File: src/rtl/core/vce_pkg.sv
package vce_pkg;

  localparam int unsigned MaxVertices = 16;
  localparam int unsigned MaxEdges    = 64;

  localparam int unsigned CmdW      = 2;
  localparam int unsigned EdgeIdxW  = 6;
  localparam int unsigned VertW     = 4;
  localparam int unsigned MaskW     = 16;
  localparam int unsigned SizeW     = 5;
  localparam int unsigned VcntW     = 5;
  localparam int unsigned EcntW     = 7;
  localparam int unsigned CfgIdxW   = 1;
  localparam int unsigned CfgDataW  = 7;
  localparam int unsigned EdgeDataW = 2 * VertW;

  localparam logic [CfgIdxW-1:0] RegVertexCount = 1'd0;
  localparam logic [CfgIdxW-1:0] RegEdgeCount   = 1'd1;

  typedef enum logic [CmdW-1:0] {
    CMD_LOAD    = 2'd0,
    CMD_RESTART = 2'd1,
    CMD_NEXT    = 2'd2
  } cmd_e;

  // controller to datapath
  typedef struct packed {
    logic wr_edge;   // store the item's edge
    logic restart;   // put the cursor at the full set
    logic start;     // load the first candidate of a search
    logic set_done;  // result is "no cover left"
    logic scan;      // check edges against the candidate
    logic emit;      // move the result into the output register
  } ctrl_cmd_t;

  // datapath to controller
  typedef struct packed {
    logic finished;  // walk is over
    logic scan_end;  // cover found or subsets exhausted
    logic out_free;  // output register can take a result now
  } dp_status_t;

  // Order mask (vertex 0 as the most significant of n bits) to a vertex mask.
  function automatic logic [MaskW-1:0] order_to_vertices(logic [MaskW-1:0] m,
                                                         logic [VcntW-1:0] n);
    logic [MaskW-1:0] v;
    logic [VcntW-1:0] k;
    v = '0;
    for (int i = 0; i < MaskW; i++) begin
      k = VcntW'(n - VcntW'(i) - VcntW'(1));
      if (VcntW'(i) < n) begin
        v[i] = m[k[VertW-1:0]];
      end
    end
    return v;
  endfunction

  function automatic logic [SizeW-1:0] pop_count(logic [MaskW-1:0] v);
    logic [SizeW-1:0] c;
    c = '0;
    for (int i = 0; i < MaskW; i++) begin
      c = c + SizeW'(v[i]);
    end
    return c;
  endfunction

endpackage

File: src/rtl/core/vce_ram.sv
module vce_ram #(
  parameter int unsigned Width = 8,
  parameter int unsigned Depth = 64
) (
  input  logic                     clk_i,
  input  logic                     we_i,
  input  logic [$clog2(Depth)-1:0] waddr_i,
  input  logic [Width-1:0]         wdata_i,
  input  logic                     re_i,
  input  logic [$clog2(Depth)-1:0] raddr_i,
  output logic [Width-1:0]         rdata_o
);

  logic [Width-1:0] mem_q [Depth];
  logic [Width-1:0] rdata_q;

  always_ff @(posedge clk_i) begin
    if (we_i) begin
      mem_q[waddr_i] <= wdata_i;
    end
    if (re_i) begin
      rdata_q <= mem_q[raddr_i];
    end
  end

  assign rdata_o = rdata_q;

endmodule

File: src/rtl/core/vce_ctrl.sv
module vce_ctrl (
  input  logic                         clk_i,
  input  logic                         rst_ni,
  input  logic                         in_valid_i,
  input  logic [vce_pkg::CmdW-1:0]     cmd_i,
  output logic                         in_stall_o,
  input  vce_pkg::dp_status_t          status_i,
  output vce_pkg::ctrl_cmd_t           cmd_o
);
  import vce_pkg::*;

  typedef enum logic [2:0] {
    ST_IDLE = 3'b001,
    ST_SCAN = 3'b010,
    ST_EMIT = 3'b100
  } state_e;

  state_e state_q, state_d;
  logic   accept;

  assign in_stall_o = (state_q != ST_IDLE);
  assign accept     = in_valid_i && (state_q == ST_IDLE);

  always_comb begin
    state_d = state_q;
    cmd_o   = '0;
    unique case (state_q)
      ST_IDLE: begin
        if (accept) begin
          unique case (cmd_i)
            CMD_LOAD:    cmd_o.wr_edge = 1'b1;
            CMD_RESTART: cmd_o.restart = 1'b1;
            CMD_NEXT: begin
              if (status_i.finished) begin
                cmd_o.set_done = 1'b1;
                state_d        = ST_EMIT;
              end else begin
                cmd_o.start = 1'b1;
                state_d     = ST_SCAN;
              end
            end
            default: ;  // unused command: drop the item
          endcase
        end
      end
      ST_SCAN: begin
        cmd_o.scan = 1'b1;
        if (status_i.scan_end) begin
          state_d = ST_EMIT;
        end
      end
      ST_EMIT: begin
        if (status_i.out_free) begin
          cmd_o.emit = 1'b1;
          state_d    = ST_IDLE;
        end
      end
      default: state_d = ST_IDLE;
    endcase
  end

  always_ff @(posedge clk_i or negedge rst_ni) begin
    if (!rst_ni) begin
      state_q <= ST_IDLE;
    end else begin
      state_q <= state_d;
    end
  end

endmodule

File: src/rtl/core/vce_datapath.sv
module vce_datapath (
  input  logic                             clk_i,
  input  logic                             rst_ni,
  input  logic                             cfg_we_i,
  input  logic [vce_pkg::CfgIdxW-1:0]      cfg_idx_i,
  input  logic [vce_pkg::CfgDataW-1:0]     cfg_wdata_i,
  input  logic [vce_pkg::EdgeIdxW-1:0]     edge_index_i,
  input  logic [vce_pkg::VertW-1:0]        end_a_i,
  input  logic [vce_pkg::VertW-1:0]        end_b_i,
  input  vce_pkg::ctrl_cmd_t               cmd_i,
  output vce_pkg::dp_status_t              status_o,
  output logic                             out_valid_o,
  input  logic                             out_stall_i,
  output logic [vce_pkg::MaskW-1:0]        cover_mask_o,
  output logic [vce_pkg::SizeW-1:0]        cover_size_o,
  output logic                             done_res_o
);
  import vce_pkg::*;

  logic [VcntW-1:0]     vcnt_q, vcnt_d;
  logic [EcntW-1:0]     ecnt_q, ecnt_d;
  logic [MaskW-1:0]     cursor_q, cursor_d;
  logic                 finished_q, finished_d;
  logic [MaskW-1:0]     m_q, m_d;
  logic [EcntW-1:0]     idx_q, idx_d;
  logic                 chk_q, chk_d;
  logic [MaskW-1:0]     res_v_q, res_v_d;
  logic                 res_done_q, res_done_d;
  logic                 out_valid_q, out_valid_d;
  logic [MaskW-1:0]     out_mask_q;
  logic [SizeW-1:0]     out_size_q;
  logic                 out_done_q;

  logic [VcntW-1:0]     n_eff;
  logic [EcntW-1:0]     e_eff;
  logic [MaskW-1:0]     top;
  logic [MaskW-1:0]     cur_sat;
  logic [MaskW-1:0]     vmask;
  logic [EdgeDataW-1:0] edge_rd;
  logic                 covered;
  logic                 issue;
  logic                 fail;
  logic                 pass;
  logic                 out_free;

  assign n_eff   = (vcnt_q > VcntW'(MaxVertices)) ? VcntW'(MaxVertices) : vcnt_q;
  assign e_eff   = (ecnt_q > EcntW'(MaxEdges)) ? EcntW'(MaxEdges) : ecnt_q;
  assign top     = MaskW'((17'd1 << n_eff) - 17'd1);
  assign cur_sat = (cursor_q > top) ? top : cursor_q;
  assign vmask   = order_to_vertices(m_q, n_eff);

  vce_ram #(
    .Width (EdgeDataW),
    .Depth (MaxEdges)
  ) u_edge_ram (
    .clk_i   (clk_i),
    .we_i    (cmd_i.wr_edge),
    .waddr_i (edge_index_i),
    .wdata_i ({end_b_i, end_a_i}),
    .re_i    (cmd_i.scan && issue),
    .raddr_i (idx_q[EdgeIdxW-1:0]),
    .rdata_o (edge_rd)
  );

  // endpoints at or above the vertex count read as zero bits of vmask
  assign covered = vmask[edge_rd[VertW-1:0]] || vmask[edge_rd[EdgeDataW-1:VertW]];
  assign issue   = (idx_q < e_eff);
  assign fail    = chk_q && !covered;
  assign pass    = !chk_q && !issue;

  assign out_free = !out_valid_q || !out_stall_i;

  assign status_o.finished = finished_q;
  assign status_o.scan_end = pass || (fail && (m_q == '0));
  assign status_o.out_free = out_free;

  always_comb begin
    vcnt_d      = vcnt_q;
    ecnt_d      = ecnt_q;
    cursor_d    = cursor_q;
    finished_d  = finished_q;
    m_d         = m_q;
    idx_d       = idx_q;
    chk_d       = chk_q;
    res_v_d     = res_v_q;
    res_done_d  = res_done_q;
    out_valid_d = out_valid_q && out_stall_i;

    if (cfg_we_i) begin
      unique case (cfg_idx_i)
        RegVertexCount: vcnt_d = cfg_wdata_i[VcntW-1:0];
        RegEdgeCount:   ecnt_d = cfg_wdata_i;
        default: ;
      endcase
    end

    if (cmd_i.restart) begin
      cursor_d   = top;
      finished_d = 1'b0;
    end

    if (cmd_i.start) begin
      m_d   = cur_sat;
      idx_d = '0;
      chk_d = 1'b0;
    end

    if (cmd_i.set_done) begin
      res_v_d    = '0;
      res_done_d = 1'b1;
    end

    if (cmd_i.scan) begin
      if (fail) begin
        if (m_q == '0) begin
          res_v_d    = '0;
          res_done_d = 1'b1;
          finished_d = 1'b1;
          cursor_d   = '0;
        end else begin
          // drop the read in flight and advance to the next subset
          m_d   = m_q - MaskW'(1);
          idx_d = '0;
          chk_d = 1'b0;
        end
      end else if (pass) begin
        res_v_d    = vmask;
        res_done_d = 1'b0;
        if (m_q == '0) begin
          finished_d = 1'b1;
        end else begin
          cursor_d = m_q - MaskW'(1);
        end
      end else begin
        idx_d = idx_q + EcntW'(issue);
        chk_d = issue;
      end
    end

    if (cmd_i.emit) begin
      out_valid_d = 1'b1;
    end
  end

  always_ff @(posedge clk_i or negedge rst_ni) begin
    if (!rst_ni) begin
      vcnt_q      <= '0;
      ecnt_q      <= '0;
      cursor_q    <= '0;
      finished_q  <= 1'b1;
      chk_q       <= 1'b0;
      out_valid_q <= 1'b0;
    end else begin
      vcnt_q      <= vcnt_d;
      ecnt_q      <= ecnt_d;
      cursor_q    <= cursor_d;
      finished_q  <= finished_d;
      chk_q       <= chk_d;
      out_valid_q <= out_valid_d;
    end
  end

  always_ff @(posedge clk_i) begin
    m_q        <= m_d;
    idx_q      <= idx_d;
    res_v_q    <= res_v_d;
    res_done_q <= res_done_d;
    if (cmd_i.emit) begin
      out_mask_q <= res_v_q;
      out_size_q <= pop_count(res_v_q);
      out_done_q <= res_done_q;
    end
  end

  assign out_valid_o  = out_valid_q;
  assign cover_mask_o = out_mask_q;
  assign cover_size_o = out_size_q;
  assign done_res_o   = out_done_q;

endmodule

File: src/rtl/core/vertex_cover_enumerator_core.sv
// Vertex cover enumerator. Load edges into the 64-entry edge store, send a
// restart item, then send next items: each returns the following vertex subset
// (walked from the full set down to the empty set, vertex 0 as the most
// significant bit of the walk order) that touches every edge below the edge
// count, or done_res once no cover remains. Load and restart items give no
// result. A next item tests one subset after another; the edge store has one
// registered read port, so one edge is checked per cycle and each subset waits
// for its first read. A next item that finds the walk over returns done_res.
// Either result also waits while an earlier result still sits stalled in the
// output register. Results wait in an output register; load and restart items
// are still taken while a result waits there.
module vertex_cover_enumerator_core (
  input  logic                             clk_i,
  input  logic                             rst_ni,
  input  logic                             cfg_we_i,
  input  logic [vce_pkg::CfgIdxW-1:0]      cfg_idx_i,
  input  logic [vce_pkg::CfgDataW-1:0]     cfg_wdata_i,
  input  logic                             in_valid_i,
  output logic                             in_stall_o,
  input  logic [vce_pkg::CmdW-1:0]         cmd_i,
  input  logic [vce_pkg::EdgeIdxW-1:0]     edge_index_i,
  input  logic [vce_pkg::VertW-1:0]        end_a_i,
  input  logic [vce_pkg::VertW-1:0]        end_b_i,
  output logic                             out_valid_o,
  input  logic                             out_stall_i,
  output logic [vce_pkg::MaskW-1:0]        cover_mask_o,
  output logic [vce_pkg::SizeW-1:0]        cover_size_o,
  output logic                             done_res_o
);
  import vce_pkg::*;

  ctrl_cmd_t  ctrl_cmd;
  dp_status_t dp_status;

  vce_ctrl u_ctrl (
    .clk_i      (clk_i),
    .rst_ni     (rst_ni),
    .in_valid_i (in_valid_i),
    .cmd_i      (cmd_i),
    .in_stall_o (in_stall_o),
    .status_i   (dp_status),
    .cmd_o      (ctrl_cmd)
  );

  vce_datapath u_datapath (
    .clk_i        (clk_i),
    .rst_ni       (rst_ni),
    .cfg_we_i     (cfg_we_i),
    .cfg_idx_i    (cfg_idx_i),
    .cfg_wdata_i  (cfg_wdata_i),
    .edge_index_i (edge_index_i),
    .end_a_i      (end_a_i),
    .end_b_i      (end_b_i),
    .cmd_i        (ctrl_cmd),
    .status_o     (dp_status),
    .out_valid_o  (out_valid_o),
    .out_stall_i  (out_stall_i),
    .cover_mask_o (cover_mask_o),
    .cover_size_o (cover_size_o),
    .done_res_o   (done_res_o)
  );

endmodule

File: config.mk
export PLATFORM = sky130hd
export DESIGN_NAME = vertex_cover_enumerator_core
export DESIGN_NICKNAME = d
export VERILOG_FILES = /design/src/rtl/core/vce_pkg.sv /design/src/rtl/core/vce_ram.sv /design/src/rtl/core/vce_ctrl.sv /design/src/rtl/core/vce_datapath.sv /design/src/rtl/core/vertex_cover_enumerator_core.sv
export SDC_FILE = /design/constraint.sdc
export NUM_CORES = 1
export LEC_CHECK = 0
export ABC_AREA = 1
export BUFFER_PORTS_ARGS = -buffer_cell sky130_fd_sc_hd__clkbuf_2
export CAP_MARGIN = 20
export CORE_ASPECT_RATIO = 0.6
export CORE_MARGIN = 2
export CORE_UTILIZATION = 30
export DETAILED_ROUTE_END_ITERATION = 8
export SYNTH_ARGS = -nofsm -noshare
export SYNTH_HDL_FRONTEND = slang
export SYNTH_SLANG_ARGS = --single-unit
File: constraint.sdc
create_clock -name clk_i -period 4.6 [get_ports clk_i]
set_input_delay 0.92 -clock clk_i [delete_from_list [all_inputs] [get_ports clk_i]]
set_output_delay 0.92 -clock clk_i [all_outputs]
set_load 0.02 [all_outputs]
Word level (Yosys, flattened, before mapping)
Memory sizes are Yosys's and may differ from the RTL's. A register that Yosys moved wholly into a read port is not among the register bits.
Cells that the tools add are included.
{ "classes": {"addsub": 48, "multipliers": 0, "div": 0, "magnitude_cmp": 38, "eq_ne": 10, "n_shift": 1, "n_mux": 109, "n_bitwise": 1, "reduce_logical": 19} }
{ "ops": {"columns": ["op", "n"], "rows": [
  ["$mux 16", 16],
  ["$lt 4x5->1 const B", 18],
  ["$bmux 1 s4", 18],
  ["$add 5x1->5", 14],
  ["$sub 4x1->4 const B", 16],
  ["$mux 1", 59],
  ["$mux 7", 6],
  ["$lt 4x5->1 const A", 8],
  ["$sub 16x1->16 const B", 2],
  ["$sub 4x4->4 const B", 8],
  ["$lt 3x5->1 const A", 4],
  ["$gt 16x16->1", 1],
  ["$logic_not 16->1", 1],
  ["$shl 1x5->16 const A", 1],
  ["$sub 4x3->4 const B", 4],
  ["$mux 3", 5],
  ["$lt 1x5->1 const A", 2],
  ["$lt 2x5->1 const A", 2],
  ["$pmux 3 s3", 1],
  ["$mux 4", 2],
  ["$sub 4x2->4 const B", 2],
  ["$add 7x1->7", 1],
  ["$gt 7x7->1 const B", 1],
  ["$lt 7x7->1", 1],
  ["other kinds (19)", 33]
]} }
{ "totals": {"register_bits": 96, "latchBits": 0, "ram_bits": 512, "mem_bits_ro": 0, "out_inout_bits": 24, "elab_cells": 241, "memories": 1} }
{ "memory_table": {"columns": ["memory", "words", "word_bits", "rd", "rd_ports_with_merged_regs", "wr", "line", "source"], "rows": [
  ["u_datapath.u_edge_ram.mem_q", 64, 8, 1, 1, 1, "vce_ram.sv:14", "logic [Width-1:0] mem_q [Depth];"]
]} }

Depth between registers and ports, before layout
{ "logic_depth": {"depth_word": 16, "depth_mapped": 34, "depth_no_buf": 32} }

Modules after synthesis
A second synthesis with hierarchy kept.
{ "hier_totals": {"cells_unflattened": 3206, "area_unflattened_um2": 30063.8} }
{ "by_module_without_submodules": {"columns": ["module", "instances", "cells_each", "area_each_um2"], "rows": [
  ["vce_ram", 1, 1805, 21419.3],
  ["vce_datapath", 1, 1366, 8414.3],
  ["vce_ctrl", 1, 35, 230.2]
]} }

Least setup slack after synthesis
OpenSTA, ideal clock, no wires.
{ "synth_timing": {"path_kind": "flip-flop to flip-flop", "from": "reg u_datapath.vcnt_q[0]", "to": "reg u_datapath.m_q[0]", "t_arrival_ns": 3.938, "t_required_ns": 4.491, "setup_slack_ns": 0.553, "stages_incl_launch_ff": 34, "synth_period_minus_slack_ns": 4.047, "cell_sequence": "dfrtp_1 > buf_6 > nor2_1 > nand2_1 > nand2_4 > nand2_2 > buf_2 > ha_1 > inv_1 > nor2_1 > inv_1 > ha_1 > nand2_1 > nor2_4 > nand2_1 > nor2_2 > nand2_1 > nor3_1 > xnor2_1 > ha_1 > nand2_1 > inv_1 > nand3_1 > nor2_1 > nand3_2 > nor2_4 > a21oi_2 > nand2_4 > buf_4 > nand3_1 > nand3_1 > nand3_1 > nand2_1 > inv_1"} }
{ "synth_between": {"elab_chain_cells": 14} }
{ "synth_lines": {"columns": ["element", "line", "source"], "rows": [
  ["start: declaration", "vce_datapath.sv:20", "logic [VcntW-1:0] vcnt_q, vcnt_d;"],
  ["start signal: assignment", "vce_datapath.sv:154", "vcnt_q <= vcnt_d;"],
  ["$gt 5x5->1", "vce_datapath.sv:46", "assign n_eff = (vcnt_q > VcntW'(MaxVertices)) ? VcntW'(MaxVertices) : vcnt_q;"],
  ["$mux 5 *", "vce_datapath.sv:46", null],
  ["$sub 4x1->4, or another cell as far along", "vce_pkg.sv:50", "k = VcntW'(n - VcntW'(i) - VcntW'(1));"],
  ["$sub 4x1->4", "vce_pkg.sv:50", null],
  ["$bmux 1 s4", "vce_pkg.sv:52", "v[i] = m[k[VertW-1:0]];"],
  ["$mux 1 (not written as such)", "vce_pkg.sv:52", null],
  ["$mux 1", "vce_pkg.sv:51", "if (VcntW'(i) < n) begin"],
  ["$bmux 1 s4", "vce_datapath.sv:66", "assign covered = vmask[edge_rd[VertW-1:0]] || vmask[edge_rd[EdgeDataW-1:VertW]];"],
  ["$mux 1 (not written as such)", "vce_datapath.sv:66", null],
  ["$logic_or 1x1->1", "vce_datapath.sv:66", null],
  ["$logic_not 1->1", "vce_datapath.sv:68", "assign fail = chk_q && !covered;"],
  ["$logic_and 1x1->1", "vce_datapath.sv:68", null],
  ["$mux 16", "vce_datapath.sv:114", "if (fail) begin"],
  ["$mux 16 *", "vce_datapath.sv:113", "if (cmd_i.scan) begin"],
  ["via u_datapath.m_d[0]", "vce_datapath.sv:24", "logic [MaskW-1:0] m_q, m_d;"],
  ["end signal: assignment", "vce_datapath.sv:164", "m_q <= m_d;"],
  ["end: declaration", "vce_datapath.sv:24", null]
]} }
Mark *: on every way through the listed nets, which the timed path passes. The rest lies on a longest branch. The select of a mux whose other input is x is not followed.
A chain may end at the register's enable or synchronous reset.

Final worst setup path
{ "layout_timing": {"from": "reg u_datapath.vcnt_q[1]", "to": "reg u_datapath.m_q[8]"} }
The elaborated chain is that of the path after synthesis.

==> results.md <==
* Max stage delay cell, worst path: dfrtp_1
* Maxcap violations at 0
* First-pass GRT wire length at 125,000 um
* CTS Buf Count at 59
* Syn-to-layout area delta at 13.6%
* WS Path Type: flop to flop
* Via count at 21.1k
* Crit start category: flop
* Register Area at 17,900 sq um
* DP Cell Count at 3,923
* Min Clock Period, post-route at 4.26 ns
* Seq pwr share at 0.373
* Worst-path clk slew at 0.07 ns
* Vias per cell at 5.22
* Cts hold-fix bufs at 0
* Synthesized flop and latch total at 616
* Slew Limit Headroom at 0.293
* Antenna Nets Post-Route at 0
* Placeable core area at 94,100 sq um
* Worst slew pin tran at 1.06 ns
* M1 GR Usage at 0.268
* Vias in the first global route at 19.1k
* Num ports at 53
* Largest net degree at the start of global routing at 93
* Syn nets at 2,773
* Final Max Tran Viols at 0
* CP max stage delay at 0.39 ns
* Number of synthesized flops with an enable pin at 542
* Clock skew at 0.0814 ns
* Iter 0 DRT Violations at 2,783
* Synth cell count leaders: edfxtp_1, nor2_1, nand2_1, o21ai_0, nand3_1
* R2R Path Start: u_datapath.vcnt_q[1]
* Post-Synthesis Cell Area at 28,500 sq um
* TritonRoute pass-1 iters at 6
* Flop-to-flop setup slack at 0.34 ns
* TNS Setup at 0 ns
* Nets at 2,830
* Layout cell share with drive strength beyond 1 at 0.109
* Sequential area share after synthesis at 0.629
* Crit path capture type: flop
* Synth Warn # at 0
* CP bufs+invs at 4
* Worst EP arrival at 4.77 ns
* PD cells at 570 nW/um^2
* Clk pwr share at 0.265
* CTS root buffer: clkbuf_16
* H-tree levels at 2
* Final count of hold timing violations at 0
* Final non-filler cell total at 4,045
* Fill cells at 9,491
* DRC errors left at 0
* WP data required at 5.12 ns
* Cell-internal power at 0.0112 W
* Die Wd at 402 um
* Synth area leader: edfxtp_1
* Syn_area_per_cell at 10.6 sq um
* Die area at 97,600 sq um
* Grt met2 use at 0.213
* Total gr overflow at 0
* CTS sink cnt at 616
* Row count at 87
* DIE HEIGHT at 243 um
* Fmax at 0.235 GHz
* Top cells by area, synth: edfxtp_1, o21ai_0, nor2_1
* Switching Fraction at 0.392
* Ys async rst share at 0.0552
* Clk Latency, worst-skew pair at 0.66 ns
* CTS Buffer Depth at 3
* Leak at 11.6 nW
* Multi-input gate area at 9460 sq um
* Routed wire per std cell at 20.8 um
* Initial Util at 0.303
* Post-Syn Instances at 2,692
* Sw power at 0.00724 W
* Min-Delay Path Class: input port to async pin
* RSZ-0062 raised after global routing: false
* Drt total wl at 84,100 um
* Maximum vdd drop at 367 uV
* Status: finished clean
* Synth top area share at 0.571
* Logic pwr share at 0.363
* Final setup fails at 0
* Crit Reg-Reg Endpoint: u_datapath.m_q[8]
* CP top delay family: simple AND/OR/NAND/NOR gates
* GR Util met3 at 0.0521
* Leading cell type by number of instances after synthesis: edfxtp_1
* CTS tree: built
* Final design utilization at 0.345
* Routability cong. at 0.960
* Most used DFF post-synth: edfxtp_1
* Reg2Reg Depth at 29
* Hpwl dp at 55,200 um
* Cell variety after synth at 58
* Port Buffers at 52
* Top Usage Layer GRT: met1
* Initial antenna violation count at 0
* Ratio of final minimum period to clock period at 0.926
* Crit-path max FO at 16
* Overall global routing resource usage at 0.167
[kinds of logic after synthesis]
group | after synthesis | synth area share
DFF | 616 | 0.629
AOI/OAI and AO/OA | 581 | 0.121
buffers and inverters | 294 | 0.0418
and+or+nand+nor | 1114 | 0.171
muxes | 7 | 0.00250
xor gates and xnor gates | 28 | 0.00860
adders and majority gates | 52 | 0.0254
[placed cells by master (no fill, tap or decap), types with 22 or more instances in the layout]
cell type / synthesis / routed
edfxtp_1: 542 / 542
o221ai_1: 89 / 89
dfrtp_1: 32 / 32
dfxtp_1: 40 / 37
a21oi_1: 38 / 37
buf_4: 5 / 86
o211ai_1: 27 / 27
ha_1: 42 / 41
clkbuf_2: 0 / 52
nand3_1: 282 / 282
inv_1: 135 / 133
xor2_1: 22 / 22
o21ai_0: 336 / 336
o22ai_1: 41 / 41
nor2_1: 403 / 400
o21ai_1: 22 / 22
nand2_1: 352 / 351
clkbuf_16: 0 / 60
[how the worst max path moves through the flow]
| stage | depth (start not counted) | startpoint | slack (ns) | endpoint |
|---|---|---|---|---|
| after CTS | 30 | u_datapath.vcnt_q[0] | 0.16 | u_datapath.m_q[11] |
| after detailed placement | 30 | u_datapath.vcnt_q[0] | 0.16 | u_datapath.m_q[11] |
| final | 29 | u_datapath.vcnt_q[1] | 0.34 | u_datapath.m_q[8] |
| after global placement | 30 | u_datapath.vcnt_q[0] | 0.26 | u_datapath.m_q[11] |
| after floorplan | 33 | u_datapath.vcnt_q[0] | 0.55 | u_datapath.m_q[0] |
| after global routing | 31 | u_datapath.vcnt_q[1] | 0.0005 | u_datapath.m_q[8] |
[layer usage]
| layer | vias up | wire, um |
|---|---|---|
| li1 | 9808 | - |
| met1 | 10300 | 41000 |
| met2 | 943 | 32300 |
| met3 | 86 | 9460 |
| met4 | 0 | 1290 |
| met5 | - | 0 |
[sequential cells by signal (all words and copies together), names as in the netlist, 3 cells and up]
name,cells
u_datapath.ecnt_q,7
u_datapath.u_edge_ram.mem_q,512
u_datapath.cursor_q,16
u_datapath.m_q,16
u_datapath.u_edge_ram.rdata_o,8
u_datapath.vcnt_q,5
u_datapath.cover_mask_o,16
u_datapath.res_v_q,16
u_ctrl.state_q,3
u_datapath.cover_size_o,5
u_datapath.idx_q,7
[power groups by stage]
stage          Clock [W]  Sequential (W)  Combinational, W
2_1_floorplan          0         0.00681           0.00449
3_3_place_gp           0         0.00699           0.00641
3_5_place_dp           0         0.00698           0.00644
4_1_cts          0.00499         0.00687           0.00648
5_1_grt          0.00518         0.00691           0.00745
6_report         0.00489         0.00688           0.00670
[what timing repair did]
action,in CTS,in global routing
resized for setup,0,10
setup buffers,0,9
endpoints found under the setup margin,0,16
[area by class of cell]
cell class	count	area share
Antenna cell	1	0.0000772
Timing Repair Buffer	140	0.0294
Tap cell	1246	0.0481
Clock buffer	72	0.0477
Clock inverter	38	0.0114
Inverter	149	0.0177
Multi-Input combinational cell	1783	0.292
Sequential cell	616	0.554
[stage by stage]
step / total power [W] / hold slack, ns / worst slack (ns) / instance area [sq um]
detailed placement: 0.0134 / 0.418 / 0.163 / 30300
finish: 0.0185 / 0.274 / 0.342 / 32400
global route: 0.0195 / 0.283 / 0.000459 / 32400
CTS: 0.0183 / 0.440 / 0.159 / 32200
global placement: 0.0134 / 0.419 / 0.260 / 30300
floorplan: 0.0113 / 0.408 / 0.553 / 28500
[worst register-to-register path, delay by kind of cell, from the launching register on]
kind | cells | cell delay (ns)
flops | 1 | 0.39
xor+xnor | 1 | 0.33
buf+inv | 4 | 0.44
compound gates | 3 | 0.26
fa+ha+maj | 3 | 0.76
simple gates | 18 | 1.98
Note: power is estimated with default switching activity, not from simulation.
